[src/rtl/shlex_pkg.sv]
package shlex_pkg;

  // Result kinds
  localparam logic [2:0] KIND_BYTE   = 3'd0;
  localparam logic [2:0] KIND_STREND = 3'd1;
  localparam logic [2:0] KIND_PIPE   = 3'd2;
  localparam logic [2:0] KIND_LREDIR = 3'd3;
  localparam logic [2:0] KIND_RREDIR = 3'd4;
  localparam logic [2:0] KIND_END    = 3'd5;
  localparam logic [2:0] KIND_ERROR  = 3'd6;

  // Characters the lexer reacts to
  localparam logic [7:0] CH_NUL    = 8'h00;
  localparam logic [7:0] CH_TAB    = 8'h09;
  localparam logic [7:0] CH_LF     = 8'h0A;
  localparam logic [7:0] CH_VT     = 8'h0B;
  localparam logic [7:0] CH_FF     = 8'h0C;
  localparam logic [7:0] CH_CR     = 8'h0D;
  localparam logic [7:0] CH_SPACE  = 8'h20;
  localparam logic [7:0] CH_DQUOTE = 8'h22;
  localparam logic [7:0] CH_SQUOTE = 8'h27;
  localparam logic [7:0] CH_LT     = 8'h3C;
  localparam logic [7:0] CH_GT     = 8'h3E;
  localparam logic [7:0] CH_PIPE   = 8'h7C;

  // Result queue depth
  localparam int unsigned RQ_DEPTH = 4;
  localparam int unsigned RQ_AW    = $clog2(RQ_DEPTH);

  typedef struct packed {
    logic [2:0] kind;
    logic [7:0] data;
    logic       last;
  } result_t;

  // Results caused by one byte: count and up to two results in order
  typedef struct packed {
    logic [1:0] num;
    result_t    r0;
    result_t    r1;
  } step_t;

endpackage

[src/rtl/shlex_step.sv]
// Token decoder: classifies one byte against the lexer mode and holds the mode.
module shlex_step (
  input  logic                  clk,
  input  logic                  rst,
  input  logic                  en,
  input  logic [7:0]            char_in,
  output shlex_pkg::step_t      step
);

  typedef enum logic [1:0] {
    MODE_IDLE,
    MODE_WORD,
    MODE_SQUOTE,
    MODE_DQUOTE
  } mode_t;

  mode_t      mode;
  mode_t      mode_next;
  logic       blank;
  logic       special;
  logic [2:0] special_kind;
  logic [7:0] delim;

  // Byte classes
  always_comb begin
    blank = (char_in == shlex_pkg::CH_SPACE) || (char_in == shlex_pkg::CH_TAB) ||
            (char_in == shlex_pkg::CH_VT) || (char_in == shlex_pkg::CH_FF) ||
            (char_in == shlex_pkg::CH_CR);
    special      = 1'b1;
    special_kind = shlex_pkg::KIND_END;
    unique case (char_in)
      shlex_pkg::CH_PIPE: special_kind = shlex_pkg::KIND_PIPE;
      shlex_pkg::CH_LT:   special_kind = shlex_pkg::KIND_LREDIR;
      shlex_pkg::CH_GT:   special_kind = shlex_pkg::KIND_RREDIR;
      shlex_pkg::CH_NUL:  special_kind = shlex_pkg::KIND_END;
      default:            special      = 1'b0;
    endcase
    delim = (mode == MODE_SQUOTE) ? shlex_pkg::CH_SQUOTE : shlex_pkg::CH_DQUOTE;
  end

  // Results and next mode
  always_comb begin
    mode_next    = mode;
    step.num     = 2'd0;
    step.r0.kind = shlex_pkg::KIND_BYTE;
    step.r0.data = 8'h00;
    step.r0.last = 1'b1;
    step.r1.kind = shlex_pkg::KIND_BYTE;
    step.r1.data = 8'h00;
    step.r1.last = 1'b1;
    unique case (mode)
      MODE_IDLE: begin
        priority if (blank || char_in == shlex_pkg::CH_LF) begin
          step.num = 2'd0;
        end else if (special) begin
          step.num     = 2'd1;
          step.r0.kind = special_kind;
        end else if (char_in == shlex_pkg::CH_SQUOTE) begin
          mode_next = MODE_SQUOTE;
        end else if (char_in == shlex_pkg::CH_DQUOTE) begin
          mode_next = MODE_DQUOTE;
        end else begin
          step.num     = 2'd1;
          step.r0.data = char_in;
          mode_next    = MODE_WORD;
        end
      end
      MODE_WORD: begin
        priority if (blank) begin
          step.num     = 2'd1;
          step.r0.kind = shlex_pkg::KIND_STREND;
          mode_next    = MODE_IDLE;
        end else if (special) begin
          // word end followed by the special token
          step.num     = 2'd2;
          step.r0.kind = shlex_pkg::KIND_STREND;
          step.r0.last = 1'b0;
          step.r1.kind = special_kind;
          mode_next    = MODE_IDLE;
        end else if (char_in == shlex_pkg::CH_SQUOTE) begin
          mode_next = MODE_SQUOTE;
        end else if (char_in == shlex_pkg::CH_DQUOTE) begin
          mode_next = MODE_DQUOTE;
        end else begin
          step.num     = 2'd1;
          step.r0.data = char_in;
        end
      end
      MODE_SQUOTE, MODE_DQUOTE: begin
        priority if (char_in == shlex_pkg::CH_NUL) begin
          // unterminated quote
          step.num     = 2'd1;
          step.r0.kind = shlex_pkg::KIND_ERROR;
          mode_next    = MODE_IDLE;
        end else if (char_in == delim) begin
          mode_next = MODE_WORD;
        end else begin
          step.num     = 2'd1;
          step.r0.data = char_in;
        end
      end
      default: mode_next = MODE_IDLE;
    endcase
  end

  // Mode register
  always_ff @(posedge clk) begin
    if (rst) begin
      mode <= MODE_IDLE;
    end else if (en) begin
      mode <= mode_next;
    end
  end

endmodule

[src/rtl/shell_command_lexer.sv]
// Streaming shell lexer. One byte of the command line is taken per transfer and
// turns into zero, one or two results, delivered one per cycle while out_ready
// is high, through a four-entry result queue. A byte is accepted every cycle
// while the output side keeps up; a byte that closes a word with a pipe,
// redirect or end token yields two results and so occupies the single output
// port for both. A byte passes the input register, then the result queue,
// before its first result is shown. Blanks and newlines in idle mode, and
// opening or closing quote bytes, produce no result.
module shell_command_lexer (
  input  logic       clk,
  input  logic       rst,
  input  logic       in_valid,
  output logic       in_ready,
  input  logic [7:0] char_in,
  output logic       out_valid,
  input  logic       out_ready,
  output logic [2:0] kind,
  output logic [7:0] byte_out,
  output logic       last
);

  localparam logic [shlex_pkg::RQ_AW:0] RQ_FULL = (shlex_pkg::RQ_AW + 1)'(shlex_pkg::RQ_DEPTH);
  localparam logic [shlex_pkg::RQ_AW:0] RQ_ROOM = (shlex_pkg::RQ_AW + 1)'(shlex_pkg::RQ_DEPTH - 2);

  logic                       s1_valid;
  logic [7:0]                 s1_char;
  logic                       advance;
  logic                       pop;
  shlex_pkg::step_t           step;

  shlex_pkg::result_t         rq [shlex_pkg::RQ_DEPTH];
  logic [shlex_pkg::RQ_AW-1:0] wr_ptr;
  logic [shlex_pkg::RQ_AW-1:0] rd_ptr;
  logic [shlex_pkg::RQ_AW:0]   count;
  logic [shlex_pkg::RQ_AW:0]   count_next;

  // Handshake: the held byte moves on when the queue has room for two results
  assign pop       = out_valid && out_ready;
  assign advance   = s1_valid && ((count <= RQ_ROOM) || ((count == RQ_ROOM + 1'b1) && pop));
  assign in_ready  = !s1_valid || advance;
  assign out_valid = (count != '0);

  // Input register
  always_ff @(posedge clk) begin
    if (rst) begin
      s1_valid <= 1'b0;
    end else if (in_ready) begin
      s1_valid <= in_valid;
    end
    if (in_valid && in_ready) begin
      s1_char <= char_in;
    end
  end

  shlex_step u_step (
    .clk     (clk),
    .rst     (rst),
    .en      (advance),
    .char_in (s1_char),
    .step    (step)
  );

  // Result queue
  always_comb begin
    count_next = count;
    if (advance) begin
      count_next = count_next + {{(shlex_pkg::RQ_AW - 1){1'b0}}, step.num};
    end
    if (pop) begin
      count_next = count_next - 1'b1;
    end
  end

  always_ff @(posedge clk) begin
    if (rst) begin
      wr_ptr <= '0;
      rd_ptr <= '0;
      count  <= '0;
    end else begin
      count <= count_next;
      if (pop) begin
        rd_ptr <= rd_ptr + 1'b1;
      end
      if (advance) begin
        wr_ptr <= wr_ptr + step.num[shlex_pkg::RQ_AW-1:0];
      end
    end
    if (advance && step.num != 2'd0) begin
      rq[wr_ptr] <= step.r0;
    end
    if (advance && step.num == 2'd2) begin
      rq[wr_ptr + 1'b1] <= step.r1;
    end
  end

  assign kind     = rq[rd_ptr].kind;
  assign byte_out = rq[rd_ptr].data;
  assign last     = rq[rd_ptr].last;

`ifndef SYNTHESIS
  a_rq_bound: assert property (@(posedge clk) disable iff (rst) count <= RQ_FULL)
    else $error("result queue overflow");

  a_stall_held: assert property (@(posedge clk) disable iff (rst) !in_ready |-> s1_valid)
    else $error("input stalled with empty input register");

  a_result_shown: assert property (@(posedge clk) disable iff (rst)
    (advance && step.num != 2'd0) |=> out_valid)
    else $error("decoded result not presented");

  a_kind_range: assert property (@(posedge clk) disable iff (rst)
    out_valid |-> (kind <= shlex_pkg::KIND_ERROR))
    else $error("result kind out of range");

  a_pair_order: assert property (@(posedge clk) disable iff (rst)
    (out_valid && !last) |-> (kind == shlex_pkg::KIND_STREND))
    else $error("non-final result is not a string end");
`endif

endmodule
[config.mk]
export PLATFORM = sky130hd
export DESIGN_NAME = shell_command_lexer
export DESIGN_NICKNAME = d
export VERILOG_FILES = /design/src/rtl/shlex_pkg.sv /design/src/rtl/shlex_step.sv /design/src/rtl/shell_command_lexer.sv
export SDC_FILE = /design/constraint.sdc
export NUM_CORES = 1
export LEC_CHECK = 0
export BUFFER_PORTS_ARGS = -buffer_cell sky130_fd_sc_hd__buf_2
export CORE_AREA = 2 2 102 104
export CTS_BUF_LIST = sky130_fd_sc_hd__clkbuf_16
export DETAILED_ROUTE_END_ITERATION = 8
export DIE_AREA = 0 0 104 106
export PLACE_DENSITY = 0.56
export SLEW_MARGIN = 10
export SYNTH_ARGS = -nofsm -noshare
export SYNTH_HDL_FRONTEND = slang
export SYNTH_HIERARCHICAL = 1
export SYNTH_SLANG_ARGS = --single-unit
export TNS_END_PERCENT = 50
[constraint.sdc]
create_clock -name clk -period 6.5 [get_ports clk]
set_input_delay 0 -clock clk [delete_from_list [all_inputs] [get_ports clk]]
set_output_delay 0 -clock clk [all_outputs]
set_load 0.005 [all_outputs]
# Yosys cells after proc, flatten, opt, wreduce, memory -nomap -nowiden
# Memory sizes are Yosys's and may differ from the RTL's. A register that Yosys moved wholly into a read port is not among the register bits.
# Cells that the tools add are included.
dict set report classes {
  n_addsub 5
  magnitude_cmp 1
  n_eq_ne 21
  muxes 43
  n_reduce_logical 21
}
# cell count
set ops {}
lappend ops {{equality test 8 x 4 -> 1 bit (second input constant)} 5}
lappend ops {{equality test 8 x 6 -> 1 bit (second input constant)} 5}
lappend ops {{two-way mux 8 bit} 5}
lappend ops {{case mux 13 bit (3 select lines)} 1}
lappend ops {{two-way mux 2 bit} 17}
lappend ops {{two-way mux 3 bit} 5}
lappend ops {{two-way mux 12 bit} 1}
lappend ops {{two-way mux 11 bit} 1}
lappend ops {{case mux 3 bit (3 select lines)} 1}
lappend ops {{equality test 8 x 7 -> 1 bit (second input constant)} 1}
lappend ops {{equality test 8 bit} 1}
lappend ops {{zero test 8 bit} 1}
lappend ops {{two-way mux 1 bit} 8}
lappend ops {{two-way mux 4 bit} 2}
lappend ops {{logical OR 1 bit} 7}
lappend ops {{equality test 2 bit (second input constant)} 3}
lappend ops {{logical AND 1 bit} 6}
lappend ops {{case mux 2 bit (3 select lines)} 1}
lappend ops {{two-way mux 5 bit} 1}
lappend ops {{inequality test 5 x 1 -> 1 bit (second input constant)} 1}
lappend ops {{AND reduction 5 bit} 1}
lappend ops {{adder 2 x 1 -> 2 bit (second input constant)} 2}
lappend ops {{inequality test 2 bit (second input constant)} 2}
lappend ops {{OR reduction 4 bit} 1}
lappend ops {{other kinds (12)} 12}
dict set report totals {
  reg_bits 18
  ramBits 48
  out_inout_bits 14
  mem_count 1
}
# name depth word_bits rd rd_clocked_by_memory_dff wr line_no
set memory_table {}
lappend memory_table {rq 4 12 1 1 2 shell_command_lexer.sv:31} ;# shlex_pkg::result_t rq [shlex_pkg::RQ_DEPTH];

# Depth between registers and ports, before layout
# Gate-level depths: netlist of run 1.
dict set report depth {
  ltp_word 12
  mapped_depth 17
}

# Modules after synthesis
# Netlist of run 1, hierarchy kept.
# mod instances cells_each area_per_inst_um2 seq_area_each_um2
set modules_own_cells {}
lappend modules_own_cells {shell_command_lexer 1 199 3195.6 1881.8}
lappend modules_own_cells {shlex_step 1 100 690.7 40.0}

# Least setup slack after synthesis of run 1
# No wires, ideal clock.
dict set report synth_timing {
  path_kind {register -> register}
  start {register s1_char[0]}
  end {memory rq[3][0] (netlist name), enable pin}
  setup_time_ps 399
  arrival_time_ps 2865
  path_slack_ps 3236
  stages_incl_launch_ff 9
  period_less_slack_ps 3264
  path_cell_list {edfxtp_1 > or4b_1 > a21oi_1 > o21ai_1 > or2_2 > a31oi_1 > a21oi_1 > mux2i_1 > nor3b_1}
}
# element line_no
set synth_lines {}
lappend synth_lines {{start: declaration} shell_command_lexer.sv:26} ;# logic [7:0] s1_char;
lappend synth_lines {{start signal: assignment} shell_command_lexer.sv:51} ;# s1_char <= char_in;
lappend synth_lines {{end: declaration} shell_command_lexer.sv:31}

==> flow_summary.toml, run 1 <==
[status]
status = "completed"

[floorplanning]
fp.dieW_um = 104
die_h_um = 106
start_util_pct = 38.86
coreArea_um2 = 10000
dieArea_um2 = 11020
pin_count = 26
num_rows = 37

[timing]
finalMaxSlewViolations = 0
finalHoldViolCount = 0
whs_ns = 0.2455
worstMarginPinSlew_ns = 0.8839
rsz0062_at_grt = "false"
fin_skew_ns = 0.007102
fin_tns_setup_ns = 0
setup-violations-final = 0
fmax_mhz = 272.2
fin_crit_ns = 3.674
relSlewSlack_pct = 40.99
fin_ws_ns = 2.826
fin_crit_sh_pct = 56.52

[worst_hold_path]
hold_path.class = "input port to register"
hold_depth = 3

[route]
drc = 0
drtPass1Iterations = 4
drtIter0Drc = 101
ant_nets = 0
totalWireLength_um = 7639
vias = 2370
wire_per_inst_um = 16.25
via_per_inst = 5.043

[power_and_ir_drop]
power_uw = 1386
p_leak_uw = 0.001606
powerDensity_nw_per_um2 = 310.7
combinationalPowerShare_pct = 22.0
internal-power_uw = 994.6
switching_power_uw = 390.9
p_clk_share_pct = 35.3
ir_worst_vdd_uv = 129.7
switching_share_pct = 28.22
power.share.sequential_pct = 42.7

[placement]
gp_congestion = 0.8258
post-dp-hpwl_um = 5176
dpl_worst_slack_ns = 2.837
io_buffer_count = 25

[critical_path]
worstPathArrival_ns = 3.75
crit_type = "register to register"
critPathRequiredTime_ns = 6.58
crit_path_end_kind = "register"
crit_fanout = 12
rr_worst_depth = 10
startpoint_type = "register"

[clocking]
cts_tree = "done"
holdBufCountCts = 10
cts_max_level = 3
insertion_delay_ns = 0.33
cts_num_sinks = 68
cts_buffers = 9
cts-root-buf = "clkbuf_16"
post-cts-setup-buffers = 0
ctsResizeCount = 0
clk_pin_slew_ns = 0.06
cts_buffer_depth = 2

[finish]
nets = 345
n_antenna_cell = 0
drive_gt1_share_pct = 35.33
syn2layout_area_growth_pct = 14.75

[run]
max_cap_violations = 0

[synthesis]
avgSynthCellArea_um2 = 13.00
synth_enable_flop_cells = 56
synthCells = 299
synth_warnings = 6
ys_ff_latch = 68
ys_seq_area_share_pct = 49.45
synthDistinctLibCells = 58
syn_area_um2 = 3886
async_reset_ff_share_pct = 0
synthFlopType = "edfxtp_1"

[global_routing]
grt_start_max_net_pins = 17
grt_pass1_wl_um = 12680
first_global_vias = 2409
antenna_found_initial = 0
grt_use_total_pct = 14.92
grt_overflow_total = 0
[state kept, by name (all words and copies together) (netlist names), named ones only]
signal	cells
s1_char	8
rq	48
u_step/mode	2
s1_valid	1
count	3
rd_ptr	2
wr_ptr	2
[path summary, 6_finish.rpt]
| kind | startpoint | endpoint | slack (ns) |
|---|---|---|---|
| worst min-delay path | out_ready | count[1] | 0.25 |
| worst min register to register | rd_ptr[1] | rd_ptr[1] | 0.53 |
| worst max-delay path | s1_char[1] | rq[0][2] | 2.83 |
| worst max register to register | s1_char[1] | rq[0][2] | 2.83 |
[cell families (layout without fill, tap and decap cells)]
logic type      Yosys count  count (layout)  share of synthesized area (%)
compound gates           37              37                          6.793
mux                      64              64                          22.89
fa+ha+maj                 4               4                          1.481
xor+xnor                  6               6                          1.352
flops                    68              68                          49.45
simple gates             83              83                          12.27
other cells               2               9                         0.1932
buf+inv                  35              63                          5.570
[metrics by stage]
| step | util (%) | cells | cell area [um^2] |
|---|---|---|---|
| final | 44.59 | 470 | 4459 |
| after global routing | 44.59 | 470 | 4459 |
| after CTS | 44.59 | 470 | 4459 |
| after detailed placement | 40.60 | 444 | 4060 |
| after global placement | 40.58 | 444 | 4058 |
| after floorplan | - | 306 | 3913 |
[critical path, stage by stage (launching register included)]
cell and delay [ns]:
edfxtp_1 0.53, or4b_1 0.55, a21oi_1 0.16, o21ai_1 0.12, or2_2 0.30, a31oi_1 0.13
a21oi_1 0.13, nand4bb_1 0.28, nor2_1 0.18, and3_1 0.62, mux2_2 0.42
[placed cells by master (no fill, tap or decap), drive strengths merged, types with 3 or more instances in the layout]
cell,instances
inv,13
mux2,49
mux2i,3
nand3b,3
a21oi,9
edfxtp,56
nor2,19
dfxtp,12
a211oi,4
xnor2,5
and2,3
mux4,12
or3,3
dlygate4sd3,10
buf,27
clkinv,3
nand2b,5
conb,9
nor2b,10
nand2,17
o21ai,9
nor3,5
ha,3
nand3,3
clkbuf,9
o31a,3
[metal layers]
metal,vias to the layer above,share of wire (%),wire [um],track usage (%)
met1,1161,47,3620,18.90
met3,6,2.7,207,3.863
li1,1168,-,-,-
met2,35,49,3742,25.00
met4,0,0.89,68,4.923
met5,-,0,0,0
[layout make-up]
cell class / instances / area (um^2)
multi-input cells: 203 / 1790
clock inverters: 7 / 73.82
fillers: 950 / 5540
flip-flops and latches: 68 / 1922
inverters: 10 / 37.54
well taps: 136 / 170.2
clock buffers: 9 / 225.2
repair buffers: 37 / 240.2
[power by group through the flow]
stage                     Sequential [uW]  Clock, uW  Combinational, uW
after floorplan                       558          0                259
after global routing                  603        521                339
after detailed placement              603          0                301
after global placement                600          0                298
final                                 591        490                305
after CTS                             594        503                308
[synth_stat cells, types with 4 or more instances]
library cell / number / share of area, %
dfxtp_1: 12 / 6.2
nand2_1: 17 / 1.6
mux2_4: 10 / 3.9
a21oi_1: 9 / 1.2
nor2_1: 19 / 1.8
nor3_1: 4 / 0.52
mux4_2: 12 / 7.0
a211oi_1: 4 / 0.77
mux2_2: 39 / 11
nor2b_1: 9 / 1.4
buf_6: 4 / 1.2
buf_4: 13 / 2.5
buf_2: 4 / 0.52
xnor2_1: 5 / 1.1
nand2b_1: 5 / 0.80
edfxtp_1: 56 / 43
inv_1: 10 / 0.97
o21ai_0: 7 / 0.90
No activity file was read; power rests on OpenSTA's default activity.
==> inputs of run 2 (changes only) <==
clock period = 3.41 ns   (was 6.5 ns; I/O delays follow)
==> run 2 against run 1 <==
Critical path depth increased by 3. Via count increased by 2.6%. Hold slack got worse by 0.0028 ns. Global-route usage increased by 0.43 points. Count of clock-buffer cells in the layout unchanged. Sequential power increased by 88%. Cell count increased by 2.6%. Register-to-register slack got worse by 2.6 ns.
==> flow_summary.toml, run 2 (synthesized netlist as in run 1, its figures left out) <==
[finish]
final_cell_mix = "edfxtp_1, mux2_2, buf_2, nor2_1, nand2_1"
syn2layout_area_growth_pct = 17.84
final_cells = 482
n_antenna_cell = 0
nets = 357
final_common_cell = "edfxtp_1"
nFillCells = 954
top_register = "rq"
drive_gt1_share_pct = 37.57
largest_reg_flops = 48
biggestRegsByFlops = "rq: 48 flops, s1_char: 8 flops, count: 3 flops"

[critical_path]
endpoint = "count[1]"
path_depth = 13
cp_slowest_cell = "or4b_1"
cpLargestDelayFamily = "simple AND/OR/NAND/NOR gates"
crit_buf_inv = 1
worstPathCellList = "or4b_1, a21oi_1, o21ai_1, or2_2, a31oi_1, a21oi_2, ha_1, inv_1, fa_1, nor2_2, a21oi_1, ha_1, a211oi_1"
startpoint_type = "register"
rr_worst_depth = 13
crit_fanout = 6
reg2reg_slack_ns = 0.23
crit_type = "register to register"
critPathRequiredTime_ns = 3.65
worstPathArrival_ns = 3.43
crit_path_end_kind = "register"
rr_endpoint = "count[1]"
max_stage_delay_ns = 0.51
startpoint = "s1_char[1]"
timing.rr.start = "s1_char[1]"

[placement]
gp_congestion = 0.8134
post-place-cells = 456
io_buffer_count = 25
post-dp-hpwl_um = 5145
dpl_worst_slack_ns = 0.1926

[status]
status = "completed"

[floorplanning]
fp.dieW_um = 104
pin_count = 26
die_h_um = 106
start_util_pct = 38.86
num_rows = 37
dieArea_um2 = 11020
coreArea_um2 = 10000

[global_routing]
grt_pass1_wl_um = 12940
grt_overflow_total = 0
grt_start_max_net_pins = 16
grt_use_total_pct = 15.35
antenna_found_initial = 0
first_global_vias = 2487

[route]
wire_per_inst_um = 16.30
via_per_inst = 5.044
ant_nets = 0
totalWireLength_um = 7857
drc = 0
drtIter0Drc = 65
vias = 2431
drtPass1Iterations = 4

[run]
max_cap_violations = 0

[timing]
fmax_mhz = 314.4
fin_ws_ns = 0.2289
relSlewSlack_pct = 41.07
setup-violations-final = 0
fin_skew_ns = 0.003922
worstMarginPinSlew_ns = 0.8828
finalMaxSlewViolations = 0
rsz0062_at_grt = "false"
finalHoldViolCount = 0
whs_ns = 0.2427
fin_crit_ns = 3.181
fin_tns_setup_ns = 0
fin_crit_sh_pct = 93.29

[clocking]
cts_max_level = 3
cts_num_sinks = 68
clk_pin_slew_ns = 0.05
cts_buffers = 9
cts-root-buf = "clkbuf_16"
cts_buffer_depth = 2
post-cts-setup-buffers = 0
insertion_delay_ns = 0.33
cts_tree = "done"

[power_and_ir_drop]
ir_worst_vdd_uv = 426.2
p_leak_uw = 0.001677
powerDensity_nw_per_um2 = 590.8

[worst_hold_path]
hold_path.class = "input port to register"
==> run 2: cell types whose count changed in the layout (fill, tap and decap cells not counted), sizes merged <==
cell / previous run / this run
clkinv: 3 / 5
inv: 13 / 10
bufinv: 1 / 2
buf: 27 / 39
==> run 2: where the power goes <==
group	internal, uW	switching (uW)
sequential	1000	109
combinational	339	274
clock	637	348
==> run 2: worst register-to-register path, cell delays in order (launching register included) <==
cell      delay [ns]
edfxtp_1        0.39
or4b_1          0.51
a21oi_1         0.17
o21ai_1         0.12
or2_2           0.30
a31oi_1         0.17
a21oi_2         0.10
ha_1            0.21
inv_1           0.06
fa_1            0.41
nor2_2          0.14
a21oi_1         0.05
ha_1            0.29
a211oi_1        0.18
==> run 2: how the worst min path moves through the flow <==
stage,endpoint,cells past startpoint,from,slack [ns]
global route,count[2],5,out_ready,0.30
finish,count[2],5,out_ready,0.24
floorplan,s1_char[0],0,char_in[0],0.1
detailed placement,s1_char[2],1,char_in[2],0.18
CTS,count[2],5,out_ready,0.23
global placement,s1_char[3],1,char_in[3],0.18
==> run 2: area by class of cell <==
cell class                      count  area (um^2)  area share (%)
Sequential cell                    68         1922           41.97
Inverter                           10        37.54          0.8197
Clock buffer                        9        225.2           4.918
Tap cell                          136        170.2           3.716
Timing Repair Buffer               49        342.8           7.486
Multi-Input combinational cell    203         1790           39.10
Clock inverter                      7        91.34           1.995
==> run 2: what timing repair did <==
item | 4_1_cts | 5_1_grt
endpoints found under the setup margin | 0 | 2
hold buffers | 10 | 0
resized for setup | 0 | 2
endpoints found under the hold margin | 10 | 0
==> run 2: routing by layer <==
metal,routed length (um),global-route usage [%]
met5,0,0
met4,153,6.950
met3,158,2.452
met2,3762,25.94
met1,3782,19.44
==> run 2: through the flow <==
step	power, uW	instance area (um^2)	utilization (%)
2_1_floorplan	1557	3913	-
3_3_place_gp	1728	4156	41.57
3_5_place_dp	1731	4156	41.57
4_1_cts	2732	4573	45.73
5_1_grt	2852	4579	45.80
6_report	2706	4579	45.80
==> inputs of run 3 (changes only) <==
PLACE_DENSITY = 0.58   (was 0.56)
clock period = 2.9 ns   (was 3.41 ns; I/O delays follow)
==> run 3 against run 2 <==
The flow now finishes with violations (negative setup slack). Maximum frequency is 8.8% higher. Critical path depth is 2 higher. Clock skew is 0.0024 ns higher. Utilization is 3.9 points higher. Via count is 3.5% higher. Register-to-register slack worse by 0.25 ns.
==> flow_summary.toml, run 3 (synthesized netlist as in run 1, its figures left out) <==
[critical_path]
rr_worst_depth = 15
rr_endpoint = "count[2]"
crit_path_end_kind = "register"
timing.rr.start = "s1_char[0]"
crit_fanout = 3
worstPathArrival_ns = 3.13
crit_type = "register to register"
startpoint_type = "register"
critPathRequiredTime_ns = 3.11
reg2reg_slack_ns = -0.02

[route]
drtIter0Drc = 97
drtPass1Iterations = 4
totalWireLength_um = 8198
ant_nets = 0
via_per_inst = 5.014
wire_per_inst_um = 16.33
drc = 0
vias = 2517

[finish]
syn2layout_area_growth_pct = 27.98
top_register = "rq"
n_antenna_cell = 0
nets = 377
nFillCells = 894
drive_gt1_share_pct = 47.54
final_common_cell = "edfxtp_1"
final_util_pct = 49.74
final_cells = 502
biggestRegsByFlops = "rq: 48 flops, s1_char: 8 flops, count: 3 flops"
largest_reg_flops = 48
final_cell_mix = "edfxtp_1, mux2_2, buf_4, buf_2, mux2_4"

[floorplanning]
coreArea_um2 = 10000
start_util_pct = 38.86
dieArea_um2 = 11020
fp.dieW_um = 104
pin_count = 26
num_rows = 37
die_h_um = 106

[power_and_ir_drop]
switching_share_pct = 26.79
combinationalPowerShare_pct = 24.4
powerDensity_nw_per_um2 = 678.9
switching_power_uw = 904.7
internal-power_uw = 2472
power.share.sequential_pct = 38.5
p_leak_uw = 0.001835
power_uw = 3377
ir_worst_vdd_uv = 363.5
p_clk_share_pct = 37.1

[timing]
fin_crit_sh_pct = 100.8
fmax_mhz = 342.1
worstMarginPinSlew_ns = 0.8325
finalMaxSlewViolations = 0
setup-violations-final = 7
fin_tns_setup_ns = -0.04706
rsz0062_at_grt = "true"
fin_crit_ns = 2.923
fin_skew_ns = 0.006298
relSlewSlack_pct = 44.43
fin_ws_ns = -0.02332
finalHoldViolCount = 0

[run]
max_cap_violations = 0

[global_routing]
antenna_found_initial = 0
grt_pass1_wl_um = 13290
grtUsageMet2_pct = 27.49
gr-max-usage-layer = "met2"
grt_start_max_net_pins = 16
grt_use_met1_pct = 18.88
first_global_vias = 2622
grtUsageMet3_pct = 3.617
grt_overflow_total = 0
grt_use_total_pct = 15.67

[worst_hold_path]
hp-start = "rst"
hold-path-endpoint = "count[1]"
hold_depth = 2
hold_path.class = "input port to register"

[clocking]
cts-root-buf = "clkbuf_16"
cts_buffers = 9
cts_tree = "done"
insertion_delay_ns = 0.33
cts_num_sinks = 68
clk_pin_slew_ns = 0.05
cts_max_level = 3
cts_buffer_depth = 2

[status]
violations = "negative setup slack"
status = "complete, but fails checks"

[placement]
post-place-cells = 466
gp_congestion = 0.7929
dpl_worst_slack_ns = -0.1194
post-dp-hpwl_um = 5308
io_buffer_count = 25
## run 3: changes by cell type in the layout (fill, tap and decap cells not counted), moves of 3 or more
cell     before  now
a21oi_1       8    5
buf_4        13   27
buf_6         0    3
mux2_2       39   28
mux2_4       10   21
nor2b_1       9    6
## run 3: repair_timing
item                                   CTS  global route
cloned                                   2             1
hold buffers                             9             0
pin swaps                                6             6
buffers inserted                         8             1
setup endpoints to repair               24            83
gates resized for setup                 13            25
endpoints found under the hold margin    9             0
## run 3: cell type report
type | instances | area (um^2) | share of cell area (%)
Tap cell | 136 | 170.2 | 3.421
Inverter | 10 | 37.54 | 0.7547
Clock inverter | 7 | 116.4 | 2.340
Multi-Input combinational cell | 205 | 1991 | 40.03
Timing Repair Buffer | 67 | 511.7 | 10.29
Sequential cell | 68 | 1922 | 38.64
Clock buffer | 9 | 225.2 | 4.528
## run 3: through the flow
stage / hold slack (ns) / area [um^2]
after global routing: 0.02044 / 4974
after CTS: 0.005992 / 4867
after detailed placement: 0.1781 / 4299
after global placement: 0.1770 / 4299
final: 0.003473 / 4974
after floorplan: 0.09887 / 3969
## run 3: worst max-delay path: stages (launching register included)
cell	delay, ns
edfxtp_1	0.38
or4b_4	0.55
a21oi_2	0.16
o21ai_2	0.07
or2_4	0.25
a31oi_4	0.13
a21oi_2	0.06
ha_2	0.19
inv_2	0.05
fa_1	0.39
nor2_2	0.13
a21oi_2	0.05
ha_2	0.17
nand2_1	0.06
xnor2_1	0.12
nor2_1	0.05
## run 3: power by group through the flow
stage	logic [uW]	registers (uW)	clock network [uW]
2_1_floorplan	596	1250	0
3_3_place_gp	731	1320	0
3_5_place_dp	738	1330	0
4_1_cts	795	1310	1270
5_1_grt	904	1320	1310
6_report	823	1300	1250
## run 3: layer usage
metal,share of wire (%),vias up
li1,-,1235
met1,44,1219
met2,50,49
met3,4.3,14
met4,1.5,0
met5,0,-
## run 3: worst max path at each step
stage                          start        end  slack, ns
final                     s1_char[0]   count[2]      -0.02
after global routing      s1_char[0]   count[2]      -0.16
after CTS                 s1_char[0]   count[2]      -0.03
after detailed placement  s1_char[0]   rq[0][9]      -0.12
after global placement    s1_char[0]  rq[0][10]      -0.08
after floorplan           s1_char[0]   count[1]      -0.08
